### config.mk
export PLATFORM = sky130hd
export DESIGN_NAME = modem_telnet_escape_datapath
export DESIGN_NICKNAME = d
export VERILOG_FILES = /design/src/rtl/core/mte_pkg.sv /design/src/rtl/core/mte_front.sv /design/src/rtl/core/mte_queue.sv /design/src/rtl/core/mte_back.sv /design/src/rtl/core/modem_telnet_escape_datapath.sv
export SDC_FILE = /design/constraint.sdc
export NUM_CORES = 1
export LEC_CHECK = 0
export BUFFER_PORTS_ARGS = -buffer_cell sky130_fd_sc_hd__buf_2
export CAP_MARGIN = 20
export CORE_AREA = 2 2 125 127
export DETAILED_ROUTE_END_ITERATION = 8
export DIE_AREA = 0 0 127 129
export GPL_ROUTABILITY_DRIVEN = 0
export HOLD_SLACK_MARGIN = 0.1
export PLACE_DENSITY = 0.72
export SYNTH_ARGS = -nofsm -noshare
export SYNTH_HDL_FRONTEND = slang
export SYNTH_HIERARCHICAL = 1
export SYNTH_SLANG_ARGS = --single-unit
export TNS_END_PERCENT = 5
### constraint.sdc
create_clock -name clk -period 5.5 [get_ports clk]
set_clock_uncertainty 0.2 [all_clocks]
set_input_delay 1.1 -clock clk [delete_from_list [all_inputs] [get_ports clk]]
set_output_delay 1.1 -clock clk [all_outputs]
set_load 0.01 [all_outputs]
### src/rtl/core/mte_pkg.sv
// Shared types and constants of the modem telnet escape datapath.
package mte_pkg;

  localparam logic [7:0] IAC_BYTE  = 8'hFF;
  localparam logic [7:0] PLUS_BYTE = 8'h2B;
  localparam logic [7:0] TN_WILL   = 8'd251;
  localparam logic [7:0] TN_WONT   = 8'd252;
  localparam logic [7:0] TN_DO     = 8'd253;

  localparam logic [15:0] GUARD_RESET = 16'd1000;
  localparam logic [15:0] SINCE_MAX   = 16'hFFFF;
  localparam logic [1:0]  PLUS_FULL   = 2'd3;

  localparam int QUEUE_DEPTH = 2;

  localparam logic REG_TELNET = 1'b0;
  localparam logic REG_GUARD  = 1'b1;

  typedef enum logic [1:0] {
    REQ_TERM = 2'd0,
    REQ_NET  = 2'd1,
    REQ_TICK = 2'd2
  } req_t;

  typedef enum logic [1:0] {
    DEST_NET   = 2'd0,
    DEST_TERM  = 2'd1,
    DEST_EVENT = 2'd2
  } dest_t;

  typedef enum logic [2:0] {
    RX_IDLE = 3'b001,
    RX_IAC  = 3'b010,
    RX_CMD  = 3'b100
  } rx_state_t;

  typedef struct packed {
    dest_t      dest;
    logic [1:0] count;
    logic [7:0] byte0;
    logic [7:0] byte1;
    logic [7:0] byte2;
    logic       cmd;
  } action_t;

endpackage

### src/rtl/core/mte_front.sv
// Front end: accepts items, keeps plus and telnet receive state, builds actions.
module mte_front (
  input  logic                 clk,
  input  logic                 rst,
  input  logic                 telnet_enable,
  input  logic [15:0]          guard_ticks,
  input  logic                 accept,
  input  logic [1:0]           req_type,
  input  logic [7:0]           data_byte,
  output logic                 push,
  output mte_pkg::action_t     act
);

  logic [1:0]         plus_run;
  logic [1:0]         plus_run_next;
  logic [15:0]        since_plus;
  logic [15:0]        since_plus_next;
  mte_pkg::rx_state_t rx_phase;
  mte_pkg::rx_state_t rx_phase_next;
  logic [7:0]         rx_command;
  logic [7:0]         rx_command_next;
  logic               push_req;

  always_comb begin
    plus_run_next   = plus_run;
    since_plus_next = since_plus;
    rx_phase_next   = rx_phase;
    rx_command_next = rx_command;
    push_req        = 1'b0;
    act             = '0;
    act.dest        = mte_pkg::DEST_NET;
    unique case (req_type)
      mte_pkg::REQ_TERM: begin
        if (data_byte == mte_pkg::PLUS_BYTE) begin
          if (plus_run != mte_pkg::PLUS_FULL) begin
            plus_run_next = plus_run + 2'd1;
          end
          if (plus_run_next == mte_pkg::PLUS_FULL) begin
            since_plus_next = '0;
          end
        end else begin
          plus_run_next = '0;
        end
        push_req  = 1'b1;
        act.dest  = mte_pkg::DEST_NET;
        act.byte0 = data_byte;
        act.byte1 = data_byte;
        act.count = (telnet_enable && data_byte == mte_pkg::IAC_BYTE) ? 2'd2 : 2'd1;
      end
      mte_pkg::REQ_NET: begin
        act.count = 2'd1;
        if (!telnet_enable) begin
          rx_phase_next = mte_pkg::RX_IDLE;
          push_req      = 1'b1;
          act.dest      = mte_pkg::DEST_TERM;
          act.byte0     = data_byte;
        end else begin
          unique case (rx_phase)
            mte_pkg::RX_IAC: begin
              if (data_byte == mte_pkg::IAC_BYTE) begin
                rx_phase_next = mte_pkg::RX_IDLE;
                push_req      = 1'b1;
                act.dest      = mte_pkg::DEST_TERM;
                act.byte0     = mte_pkg::IAC_BYTE;
              end else begin
                rx_command_next = data_byte;
                rx_phase_next   = mte_pkg::RX_CMD;
              end
            end
            mte_pkg::RX_CMD: begin
              rx_phase_next = mte_pkg::RX_IDLE;
              act.dest      = mte_pkg::DEST_NET;
              act.count     = 2'd3;
              act.byte0     = mte_pkg::IAC_BYTE;
              act.byte2     = data_byte;
              if (rx_command == mte_pkg::TN_DO) begin
                push_req  = 1'b1;
                act.byte1 = mte_pkg::TN_WONT;
              end else if (rx_command == mte_pkg::TN_WILL) begin
                push_req  = 1'b1;
                act.byte1 = mte_pkg::TN_DO;
              end
            end
            default: begin
              if (data_byte == mte_pkg::IAC_BYTE) begin
                rx_phase_next = mte_pkg::RX_IAC;
              end else begin
                rx_phase_next = mte_pkg::RX_IDLE;
                push_req      = 1'b1;
                act.dest      = mte_pkg::DEST_TERM;
                act.byte0     = data_byte;
              end
            end
          endcase
        end
      end
      mte_pkg::REQ_TICK: begin
        if (since_plus != mte_pkg::SINCE_MAX) begin
          since_plus_next = since_plus + 16'd1;
        end
        if (plus_run == mte_pkg::PLUS_FULL && since_plus_next > guard_ticks) begin
          plus_run_next = '0;
          push_req      = 1'b1;
          act.dest      = mte_pkg::DEST_EVENT;
          act.count     = 2'd1;
          act.cmd       = 1'b1;
        end
      end
      default: begin
      end
    endcase
  end

  assign push = accept && push_req;

  always_ff @(posedge clk) begin
    if (rst) begin
      plus_run   <= '0;
      since_plus <= '0;
      rx_phase   <= mte_pkg::RX_IDLE;
      rx_command <= '0;
    end else if (accept) begin
      plus_run   <= plus_run_next;
      since_plus <= since_plus_next;
      rx_phase   <= rx_phase_next;
      rx_command <= rx_command_next;
    end
  end

  a_event_clears_plus: assert property (@(posedge clk) disable iff (rst)
    push && act.cmd |=> plus_run == 2'd0)
    else $error("plus run not cleared after command event");

  a_reply_needs_cmd_phase: assert property (@(posedge clk) disable iff (rst)
    push && act.count == 2'd3 |-> rx_phase == mte_pkg::RX_CMD)
    else $error("negotiation reply outside command phase");

endmodule

### src/rtl/core/mte_queue.sv
// Small action queue between the front end and the back end.
module mte_queue #(
  parameter int DEPTH = mte_pkg::QUEUE_DEPTH
) (
  input  logic             clk,
  input  logic             rst,
  input  logic             push,
  input  mte_pkg::action_t push_data,
  output logic             full,
  input  logic             pop,
  output mte_pkg::action_t pop_data,
  output logic             empty
);

  localparam int PW = (DEPTH > 1) ? $clog2(DEPTH) : 1;
  localparam int CW = $clog2(DEPTH + 1);
  localparam logic [PW-1:0] PTR_LAST = PW'(DEPTH - 1);
  localparam logic [CW-1:0] CNT_FULL = CW'(DEPTH);

  mte_pkg::action_t slots [DEPTH];
  logic [PW-1:0]    wr_ptr;
  logic [PW-1:0]    rd_ptr;
  logic [CW-1:0]    count;

  assign full     = (count == CNT_FULL);
  assign empty    = (count == '0);
  assign pop_data = slots[rd_ptr];

  always_ff @(posedge clk) begin
    if (push) begin
      slots[wr_ptr] <= push_data;
    end
  end

  always_ff @(posedge clk) begin
    if (rst) begin
      wr_ptr <= '0;
      rd_ptr <= '0;
      count  <= '0;
    end else begin
      if (push) begin
        wr_ptr <= (wr_ptr == PTR_LAST) ? '0 : wr_ptr + PW'(1);
      end
      if (pop) begin
        rd_ptr <= (rd_ptr == PTR_LAST) ? '0 : rd_ptr + PW'(1);
      end
      unique case ({push, pop})
        2'b10:   count <= count + CW'(1);
        2'b01:   count <= count - CW'(1);
        default: count <= count;
      endcase
    end
  end

  a_no_overflow: assert property (@(posedge clk) disable iff (rst)
    push |-> !full || pop)
    else $error("push into full queue");

  a_no_underflow: assert property (@(posedge clk) disable iff (rst)
    pop |-> !empty)
    else $error("pop from empty queue");

endmodule

### src/rtl/core/mte_back.sv
// Back end: expands queued actions into result items through an output register.
module mte_back (
  input  logic             clk,
  input  logic             rst,
  input  logic             q_empty,
  input  mte_pkg::action_t q_data,
  output logic             q_pop,
  output logic             out_valid,
  input  logic             out_stall,
  output logic [1:0]       dest,
  output logic [7:0]       out_byte,
  output logic             enter_command,
  output logic             last
);

  mte_pkg::action_t cur;
  logic             cur_valid;
  logic [1:0]       idx;
  logic             advance;
  logic             emit;
  logic             at_end;
  logic             fin;
  logic [7:0]       sel_byte;

  assign advance = !out_valid || !out_stall;
  assign emit    = cur_valid && advance;
  assign at_end  = (idx == cur.count - 2'd1);
  assign fin     = emit && at_end;
  assign q_pop   = !q_empty && (!cur_valid || fin);

  always_comb begin
    unique case (idx)
      2'd0:    sel_byte = cur.byte0;
      2'd1:    sel_byte = cur.byte1;
      default: sel_byte = cur.byte2;
    endcase
  end

  always_ff @(posedge clk) begin
    if (rst) begin
      cur_valid <= 1'b0;
      idx       <= '0;
      out_valid <= 1'b0;
    end else begin
      if (q_pop) begin
        cur_valid <= 1'b1;
        idx       <= '0;
      end else if (fin) begin
        cur_valid <= 1'b0;
      end else if (emit) begin
        idx <= idx + 2'd1;
      end
      if (advance) begin
        out_valid <= emit;
      end
    end
  end

  always_ff @(posedge clk) begin
    if (q_pop) begin
      cur <= q_data;
    end
    if (emit) begin
      dest          <= cur.dest;
      out_byte      <= sel_byte;
      enter_command <= cur.cmd;
      last          <= at_end;
    end
  end

  a_idx_in_range: assert property (@(posedge clk) disable iff (rst)
    cur_valid |-> cur.count != 2'd0 && idx < cur.count)
    else $error("result index beyond action count");

  a_pop_loads: assert property (@(posedge clk) disable iff (rst)
    q_pop |=> cur_valid && idx == 2'd0)
    else $error("popped action not loaded");

endmodule

### src/rtl/core/modem_telnet_escape_datapath.sv
// Top level of the modem telnet escape datapath: register port, front, queue, back.
// An item's results pass the action queue, the current action and the output register.
// Throughput: one result per cycle when out_stall is low; zero to three results per item.
// Input is taken every cycle while the two-entry action queue has room.
// Reset (rst, synchronous): telnet off, guard 1000, all counters and phases cleared,
// queue and output register empty.
module modem_telnet_escape_datapath #(
  parameter int QUEUE_DEPTH = mte_pkg::QUEUE_DEPTH
) (
  input  logic        clk,
  input  logic        rst,
  input  logic        psel,
  input  logic        penable,
  input  logic        pwrite,
  input  logic [2:0]  paddr,
  input  logic [31:0] pwdata,
  output logic [31:0] prdata,
  output logic        pready,
  input  logic        in_valid,
  output logic        in_stall,
  input  logic [1:0]  req_type,
  input  logic [7:0]  data_byte,
  output logic        out_valid,
  input  logic        out_stall,
  output logic [1:0]  dest,
  output logic [7:0]  out_byte,
  output logic        enter_command,
  output logic        last
);

  logic             telnet_enable;
  logic [15:0]      guard_ticks;
  logic             cfg_write;
  logic             q_full;
  logic             q_empty;
  logic             q_push;
  logic             q_pop;
  logic             accept;
  mte_pkg::action_t front_act;
  mte_pkg::action_t q_data;

  assign pready    = 1'b1;
  assign cfg_write = psel && penable && pwrite;
  assign prdata    = (paddr[2] == mte_pkg::REG_GUARD) ? {16'd0, guard_ticks}
                                                      : {31'd0, telnet_enable};

  always_ff @(posedge clk) begin
    if (rst) begin
      telnet_enable <= 1'b0;
      guard_ticks   <= mte_pkg::GUARD_RESET;
    end else if (cfg_write) begin
      if (paddr[2] == mte_pkg::REG_TELNET) begin
        telnet_enable <= pwdata[0];
      end else begin
        guard_ticks <= pwdata[15:0];
      end
    end
  end

  assign in_stall = q_full;
  assign accept   = in_valid && !q_full;

  mte_front u_front (
    .clk           (clk),
    .rst           (rst),
    .telnet_enable (telnet_enable),
    .guard_ticks   (guard_ticks),
    .accept        (accept),
    .req_type      (req_type),
    .data_byte     (data_byte),
    .push          (q_push),
    .act           (front_act)
  );

  mte_queue #(
    .DEPTH (QUEUE_DEPTH)
  ) u_queue (
    .clk       (clk),
    .rst       (rst),
    .push      (q_push),
    .push_data (front_act),
    .full      (q_full),
    .pop       (q_pop),
    .pop_data  (q_data),
    .empty     (q_empty)
  );

  mte_back u_back (
    .clk           (clk),
    .rst           (rst),
    .q_empty       (q_empty),
    .q_data        (q_data),
    .q_pop         (q_pop),
    .out_valid     (out_valid),
    .out_stall     (out_stall),
    .dest          (dest),
    .out_byte      (out_byte),
    .enter_command (enter_command),
    .last          (last)
  );

endmodule

---- Yosys cells after proc, flatten, opt, wreduce, memory -nomap -nowiden ----
Memory sizes are Yosys's and may differ from the RTL's. A register that Yosys moved wholly into a read port is not among the register bits.
Index checks and enable logic that the tools add are counted.
cells by class
  mux-type cells .......................... 52
  $add $sub $neg .......................... 8
  $lt $le $gt $ge ......................... 1
  reductions and logical operators ........ 30
  eq/ne operators ......................... 20
  bitwise gates (word level) .............. 3
operator list
  operator               count
  $mux 16                7
  $pmux 16 s2            2
  $mux 8                 6
  $pmux 8 s2             2
  $eq 8x8->1 const B     3
  $mux 2                 10
  $add 16x1->16 const B  1
  $gt 16x16->1           1
  $ne 16x16->1 const B   1
  $mux 1                 15
  $pmux 2 s2             3
  $pmux 4 s3             1
  $eq 2x2->1 const B     5
  $logic_and 1x1->1      9
  $eq 8x6->1 const B     1
  $reduce_and 2->1       4
  $add 2x1->2 const B    3
  $eq 2x1->1 const B     3
  $logic_not 2->1        3
  $mux 3                 2
  $ne 2x1->1 const B     3
  $pmux 3 s2             1
  $reduce_bool 2->1      3
  $logic_not 1->1        5
  15 further kinds       20
storage, ports and cells
  memories kept ........................... 1
  register bits after elaboration ......... 66
  memory bits (writable) .................. 58
  output and inout bits ................... 47
  input port bits ......................... 52
memory list
  memory         depth  width  rd ports  clocked after memory_dff  write ports  RTL line         source
  u_queue.slots  2      29     1         1                         1            mte_queue.sv:20  mte_pkg::action_t slots [DEPTH];

---- Depth between registers and ports, before layout ----
Gate-level depths: netlist of run 1.
  depth in word-level cells ............... 10
  gate-level depth with buffers ........... 19
  gate-level depth less buffers ........... 17

---- Hierarchy ----
Netlist of run 1, hierarchy kept.
modules (own cells, without submodules)
  module                        area each (µm²)  times used  cells each
  mte_front                     2376.0           1           319
  mte_queue                     2290.9           1           112
  mte_back                      1672.9           1           105
  modem_telnet_escape_datapath  1003.5           1           111

---- Worst setup path after synthesis of run 1 ----
Ideal clock, no wire load.
  path kind ............................... register to register
  from .................................... register u_front.since_plus[3]
  to ...................................... memory u_queue/slots[0][0] (netlist bit) (enable)
  path slack .............................. 356 ps
  stages on the path, launching flop included .. 15
  required time ........................... 4885 ps
  data arrival time ....................... 4529 ps
  cell sequence ........................... dfxtp_1 clkbuf_1 nand4_1 nor3_1 nand3_1 or3_1 a21boi_0 ha_1 nand4_1 or4_1 a21o_1 a32o_1 and3b_1 inv_1 nor2_1
on the way
  longest elaborated chain between the ends .. 10
ends and longest elaborated chain
  element                                               RTL line                            source
  start: declaration                                    mte_front.sv:16                     logic [15:0] since_plus;
  start signal: assignment                              mte_front.sv:124                    since_plus <= since_plus_next;
  $add 16x1->16 / $ne 16x16->1 (equally long branches)  mte_front.sv:99, mte_front.sv:98
  $mux 16 *                                             mte_front.sv:98                     if (since_plus != mte_pkg::SINCE_MAX) begin
  $mux 16 *                                             mte_front.sv:32                     unique case (req_type)
  $gt 16x16->1 *                                        mte_front.sv:101                    if (plus_run == mte_pkg::PLUS_FULL && since_plus_next > guard_ticks) begin
  $logic_and 1x1->1 *                                   mte_front.sv:101
  $mux 1 *                                              mte_front.sv:101
  $pmux 1 s3 *                                          mte_front.sv:32
  $logic_and 1x1->1 *                                   mte_front.sv:114                    assign push = accept && push_req;
  named net q_push                                      modem_telnet_escape_datapath.sv:36  logic q_push;
  $mux 1 *                                              mte_queue.sv:30                     if (push) begin
  $mux 1 (not written as such) *                        mte_queue.sv:31                     slots[wr_ptr] <= push_data;
  end: declaration                                      mte_queue.sv:20
The timed path passes the listed nets; every way through them passes the cells marked *. The select of a mux whose other input is x is not followed.

---- Worst setup path after layout of run 1 ----
  from .................................... register u_front.since_plus[2]
  to ...................................... register u_queue.count[1]
on the way
  longest elaborated chain between the ends .. 10
ends and longest elaborated chain
  element                                                 RTL line                            source
  $add 16x1->16 / $ne 16x16->1 (equally long branches)    mte_front.sv:99, mte_front.sv:98
  $mux 16 *                                               mte_front.sv:98
  $mux 16 *                                               mte_front.sv:32
  $gt 16x16->1 *                                          mte_front.sv:101
  $logic_and 1x1->1 *                                     mte_front.sv:101
  $mux 1 *                                                mte_front.sv:101
  $pmux 1 s3 *                                            mte_front.sv:32
  $logic_and 1x1->1 *                                     mte_front.sv:114
  named net q_push                                        modem_telnet_escape_datapath.sv:36
  $eq 2x1->1 / $eq 2x2->1 (equally long branches)         mte_queue.sv:47                     unique case ({push, pop})
  $pmux 2 s2 / $reduce_bool 2->1 (equally long branches)  n/a
  end signal: assignment                                  mte_queue.sv:48                     2'b10: count <= count + CW'(1);
  end signal: assignment                                  mte_queue.sv:49                     2'b01: count <= count - CW'(1);
  end signal: assignment                                  mte_queue.sv:50                     default: count <= count;
  end: declaration                                        mte_queue.sv:23                     logic [CW-1:0] count;
Marks and branches as above.
A chain may end at the register's enable or synchronous reset.

==> flow_summary_export.csv, run 1 <==
group,metric,value,unit
critical_path,cp_max_fo,9,
clocking,cts_tree,"done",
run_status,status,"finished, final reports clean",
clocking,clock_latency,0.42,ns
placement,numPlacedInstances,877,
timing,slew_headroom,39.8,%
timing,fin_crit,5.00,ns
drt,via_per_inst,5.51,
job,maxCapViolations,0,
global_route,grt_pass1_vias,4967,
finish,final_core_util,55.5,%
pwr,combPwrFrac,16.0,%
timing,fin_ws,0.495,ns
clocking,clockRootBuffer,"clkbuf_16",
drt,routed_wl,14800,microns
clocking,cts_resized,0,
floorplanning,fp.dieH,129,microns
pwr,seqPwrFrac,48.9,%
floorplanning,dieWidth,127,microns
timing,tightest_slew,0.903,ns
synth,ys.flop_type,"edfxtp_1",
clocking,clkSlewWorstSetupHoldPaths,0.06,ns
synth,synthCells,647,
placement,dp_hpwl,10400,microns
critical_path,worstPathArrival,5.15,ns
synth,yosys.area.top_type_share,40.5,%
placement,port_buffers,63,
critical_path,crit_start,"u_front/since_plus[2]",
drt,drt_first_pass_iters,5,
pwr,ir_worst_vdd,0.226,mV
global_route,grt_usage,18.8,%
synth,netlist-cell-type-count,66,
critical_path,critPathLaunchType,"register",
timing,tns,0,ns
timing,rsz0062_at_grt,"false",
finish,final_nets,780,
pwr,powerDensity,373,nW/um^2
min_path,hp-class,"reg2reg",
global_route,antenna_found_initial,0,
synth,synth_edf_count,99,
synth,yosysWarnings,6,
synth,synthArstFlopShare,0,%
pwr,swShare,27.1,%
floorplanning,start_util,49.0,%
drt,vias,5009,
floorplanning,dieArea,16400,sq um
drt,highest_layer,"met4",
global_route,grt_start_max_net_pins,58,
pwr,power.total,3.10,mW
pwr,p_clk_share,35.1,%
drt,wl_met1,6350,microns
pwr,intPower,2.26,mW
critical_path,worstSetupEndpoint,"u_queue/count[1]",
finish,antenna_cells,0,
floorplanning,rows,45,
clocking,clock-sinks,154,
drt,drt_iter0_markers,356,
clocking,cts_buffer_depth,2,
finish,drive_gt1_share,20.7,%
critical_path,crit_type,"reg2reg",
floorplanning,core-area,15000,sq um
timing,finalSetupViolations,0,
timing,hold_violations,0,
synth,ys_ff_latch,154,
pwr,power.switching,0.839,mW
drt,remaining_drc_errors,0,
synth,synth_largest_area_cell,"edfxtp_1",
critical_path,critPathRequiredTime,5.64,ns
floorplanning,ios,99,
critical_path,cp-end-kind,"register",
timing,slew_viol_final,0,
drt,met3WireLength,602,microns
critical_path,rrSetupSlack,0.50,ns
finish,final_cells,909,
critical_path,r2r-end,"u_queue/count[1]",
finish,mostFrequentLayoutCells,"edfxtp_1, buf_2, nand2_1",
synth,avgSynthCellArea,11.3,sq um
timing,finalCritPeriodShare,91.0,%
drt,antenna_left,0,
clocking,cts_max_level,4,
global_route,grt_pass1_wl,24100,microns
finish,layout_commonest_cell,"edfxtp_1",
timing,fmax,200,MHz
global_route,grt_overflow,0,
drt,wire_per_inst,16.2,microns
clocking,cts_setup_buffers,0,
critical_path,reg2reg_depth,15,
drt,wl_met2,7520,microns
synth,synth_area,7340,sq um
finish,syn_to_final_growth,13.1,%
clocking,postCtsHoldBufs,0,
synth,yosys-top-cells-area,"edfxtp_1, dfxtp_1, mux2_2",
critical_path,r2r_start,"u_front/since_plus[2]",
synth,seq_area_frac_synth,55.5,%
clocking,numCtsBuffers,17,
pwr,p_leak,3.26,nW
placement,pre_cts_ws,0.548,ns
-- cell usage after synthesis (16+ instances only) --
library cell and instances:
mux2i_1 27, clkbuf_1 16, a21oi_1 23, inv_1 26, dfxtp_1 55, ha_1 20, nor2_1 53, buf_4 18
nand2b_1 28, mux2_2 32, and2_1 19, nand2_1 61, edfxtp_1 99
-- per-layer routing --
layer | up-vias | global-route usage [%]
met1 | 2422 | 23.2
met3 | 24 | 4.57
met4 | 0 | 8.40
li1 | 2426 | -
met5 | - | 0
met2 | 137 | 31.5
-- registers in the layout (all words and copies together) (netlist names), 2 cells and up, named ones only --
| register | flops |
|---|---|
| u_back/dest | 2 |
| u_front/rx_phase | 3 |
| guard_ticks | 16 |
| u_back/idx | 2 |
| u_back/out_byte | 8 |
| u_front/since_plus | 16 |
| u_front/rx_command | 8 |
| u_queue/count | 2 |
| u_back/cur | 29 |
| u_front/plus_run | 2 |
| u_queue/slots | 58 |
-- through the flow --
stage | cell area, sq um | hold WS (ns)
finish | 8310 | 0.219
global route | 8310 | 0.238
CTS | 8310 | 0.222
detailed placement | 7740 | 0.207
global placement | 7730 | 0.203
floorplan | 7400 | 0.200
-- area by class of cell --
type | count | area [sq um]
well taps | 188 | 235
multi-input cells | 439 | 2970
inverters | 27 | 101
clock buffers | 20 | 457
clock inverters | 12 | 109
fillers | 1254 | 6670
flip-flops and latches | 154 | 4070
repair buffers | 69 | 364
-- worst min-delay path by stage --
stage	start	endpoint	slack (ns)	cells after the start
floorplan	u_back/cur[27]	u_back/dest[0]	0.20	0
global placement	u_back/cur[27]	u_back/dest[0]	0.20	0
detailed placement	u_back/cur[0]	u_back/enter_command	0.21	0
CTS	u_back/cur[0]	u_back/enter_command	0.22	0
global route	u_back/cur[0]	u_back/enter_command	0.24	0
finish	u_back/cur[0]	u_back/enter_command	0.22	0
-- cell families (layout without fill, tap and decap cells) --
family	after synthesis	in the layout	share of synthesized area, %
simple gates	225	225	15.9
other cells	2	17	0.102
fa+ha+maj	20	20	3.41
xor+xnor	18	18	2.15
buf+inv	69	128	4.96
flops	154	154	55.5
compound gates	99	99	9.25
mux	60	60	8.79
-- power groups by stage --
stage                     logic [mW]  clock network (mW)  registers [mW]
after floorplan                0.395                   0            1.52
after global placement         0.472                   0            1.53
after detailed placement       0.495                   0            1.54
after CTS                      0.498                1.11            1.52
after global routing           0.547                1.16            1.53
final                          0.496                1.09            1.52
-- worst max-delay path, cell delays in order (launching register included) --
cell      delay, ns
dfxtp_1        0.50
nand4_1        0.20
nor3_1         0.53
nand3_1        0.18
or3_1          0.37
a21boi_0       0.19
ha_1           0.33
nand4_1        0.16
or4_1          0.60
a21o_1         0.20
a32o_1         0.26
and3b_1        0.29
inv_1          0.09
ha_1           0.34
or3_1          0.35
a21oi_1        0.14
No activity file was read; power rests on OpenSTA's default activity.
==> inputs of run 2 (changes only) <==
--- a/config.mk
+++ b/config.mk
@@ -5,7 +5,7 @@
 export SDC_FILE = /design/constraint.sdc
 export NUM_CORES = 1
 export LEC_CHECK = 0
-export BUFFER_PORTS_ARGS = -buffer_cell sky130_fd_sc_hd__buf_2
+export BUFFER_PORTS_ARGS = -buffer_cell sky130_fd_sc_hd__buf_4
 export CAP_MARGIN = 20
 export CORE_AREA = 2 2 125 127
 export DETAILED_ROUTE_END_ITERATION = 8
==> run 2 against run 1 <==
Compared with the run above: combinational power rose by 3%; non-clock buffer count stayed put; worst setup slack gained 0.033 ns; fmax grew 0.65%; wire length decreased by 0.24%; highest routed layer unchanged; clock power up 6%; global-route usage is 0.26 points lower; via count rose by 0.28%; final area up 2.2%; flip-flop and latch count unchanged; sequential share of layout area decreased by 1.0 points; sequential power is essentially flat.
==> flow_summary_export.csv, run 2 (synthesis gave the netlist of run 1 again) <==
group,metric,value,unit
global_route,grt_start_max_net_pins,58,
drt,via_per_inst,5.53,
floorplanning,start_util,49.0,%
timing,rsz0062_at_grt,"false",
pwr,seqPwrFrac,47.5,%
global_route,grt_pass1_vias,4850,
clocking,cts_max_level,4,
drt,wire_per_inst,16.2,microns
clocking,clockRootBuffer,"clkbuf_16",
pwr,power.switching,0.843,mW
critical_path,cp.depth,15,
finish,drive_gt1_share,20.5,%
placement,port_buffers,63,
timing,finalSetupViolations,0,
pwr,p_leak,3.31,nW
clocking,numCtsBuffers,17,
timing,fin_crit,4.97,ns
pwr,combPwrFrac,16.0,%
global_route,grt_pass1_wl,23700,microns
pwr,intPower,2.35,mW
min_path,hp-class,"reg2reg",
critical_path,worstPathArrival,5.12,ns
clocking,cts_tree,"done",
clocking,cts_resized,0,
placement,numPlacedInstances,877,
floorplanning,rows,45,
global_route,grt_overflow,0,
min_path,hold_depth,0,
timing,slew_headroom,39.1,%
timing,hold_violations,0,
run_status,status,"finished, final reports clean",
critical_path,crit_family,"simple AND/OR/NAND/NOR gates",
global_route,antenna_found_initial,0,
pwr,ir_worst_vdd,0.250,mV
critical_path,crit_slowest_cell,"or4_1",
timing,finalCritPeriodShare,90.4,%
finish,fillCellCount,1214,
drt,remaining_drc_errors,0,
clocking,postCtsHoldBufs,0,
floorplanning,fp.dieH,129,microns
floorplanning,core-area,15000,sq um
floorplanning,dieArea,16400,sq um
finish,final_cells,909,
clocking,cts_buffer_depth,2,
drt,drt_first_pass_iters,5,
global_route,grt_usage,18.5,%
finish,layout_commonest_cell,"edfxtp_1",
drt,antenna_left,0,
pwr,swShare,26.4,%
pwr,powerDensity,376,nW/um^2
placement,dp_hpwl,10300,microns
critical_path,critPathLaunchType,"register",
critical_path,cp_cell_sequence,"nand4_1 -> nor3_1 -> nand3_1 -> or3_1 -> a21boi_0 -> ha_1 -> nand4_1 -> or4_1 -> a21o_1 -> a32o_1 -> and3b_1 -> inv_1 -> ha_1 -> or3_1 -> a21oi_1",
timing,tns,0,ns
finish,largest_registers,"u_queue/slots (58), u_back/cur (29)",
critical_path,critPathRequiredTime,5.65,ns
clocking,clkSlewWorstSetupHoldPaths,0.06,ns
finish,largest_reg_flops,58,
job,maxCapViolations,0,
drt,vias,5023,
finish,mostFrequentLayoutCells,"edfxtp_1, buf_4, nand2_1",
timing,tightest_slew,0.914,ns
finish,final_nets,780,
critical_path,cp-end-kind,"register",
pwr,power.total,3.19,mW
floorplanning,dieWidth,127,microns
timing,fmax,201,MHz
finish,regMostFlops,"u_queue/slots",
critical_path,crit_type,"reg2reg",
finish,antenna_cells,0,
critical_path,cp_max_fo,9,
pwr,p_clk_share,36.5,%
clocking,clock_latency,0.42,ns
critical_path,cp.buffers_inverters,1,
drt,routed_wl,14700,microns
drt,drt_iter0_markers,388,
floorplanning,ios,99,
critical_path,cp_slowest_stage_delay,0.58,ns
clocking,clock-sinks,154,
timing,slew_viol_final,0,
critical_path,reg2reg_depth,15,
clocking,cts_setup_buffers,0,
finish,syn_to_final_growth,15.6,%
[run 2: power by group through the flow]
| stage | Clock (mW) | Combinational, mW | Sequential (mW) |
|---|---|---|---|
| finish | 1.16 | 0.511 | 1.52 |
| floorplan | 0 | 0.395 | 1.52 |
| detailed placement | 0 | 0.513 | 1.54 |
| CTS | 1.19 | 0.516 | 1.52 |
| global placement | 0 | 0.499 | 1.53 |
| global route | 1.24 | 0.567 | 1.53 |
[run 2: path summary, 6_finish.rpt]
check / from / endpoint / slack, ns
setup / recovery: u_front/since_plus[2] / u_queue/count[1] / 0.53
hold / removal: u_back/cur[28] / u_back/dest[1] / 0.22
hold reg to reg: u_back/cur[28] / u_back/dest[1] / 0.22
setup reg to reg: u_front/since_plus[2] / u_queue/count[1] / 0.53
[run 2: cell type report]
cell class              instances  area (sq um)  share of cell area, %
clock buffers                  18           429                   5.06
clock inverters                14           163                   1.92
inverters                      27           101                   1.19
multi-input cells             439          2970                   35.0
flip-flops and latches        154          4070                   48.0
well taps                     188           235                   2.77
repair buffers                 69           518                   6.10
[run 2: worst register-to-register path, cell delays in order (launching register included)]
cell	delay, ns
dfxtp_1	0.49
nand4_1	0.20
nor3_1	0.50
nand3_1	0.20
or3_1	0.36
a21boi_0	0.18
ha_1	0.34
nand4_1	0.17
or4_1	0.58
a21o_1	0.20
a32o_1	0.26
and3b_1	0.30
inv_1	0.10
ha_1	0.34
or3_1	0.35
a21oi_1	0.14
[run 2: metal layers]
| metal | track usage [%] | vias up | wire [microns] |
|---|---|---|---|
| li1 | - | 2422 | - |
| met1 | 23.7 | 2452 | 6630 |
| met2 | 30.5 | 128 | 7340 |
| met3 | 4.95 | 21 | 539 |
| met4 | 6.98 | 0 | 215 |
| met5 | 0 | - | 0 |
[run 2: per-stage QoR]
step,instance area (sq um),hold slack (ns),worst slack (ns),util [%]
6_report,8490,0.223,0.528,56.7
5_1_grt,8490,0.242,0.182,56.7
4_1_cts,8490,0.226,0.552,56.7
3_5_place_dp,7900,0.211,0.595,52.7
3_3_place_gp,7900,0.201,0.775,52.7
2_1_floorplan,7400,0.200,0.356,-
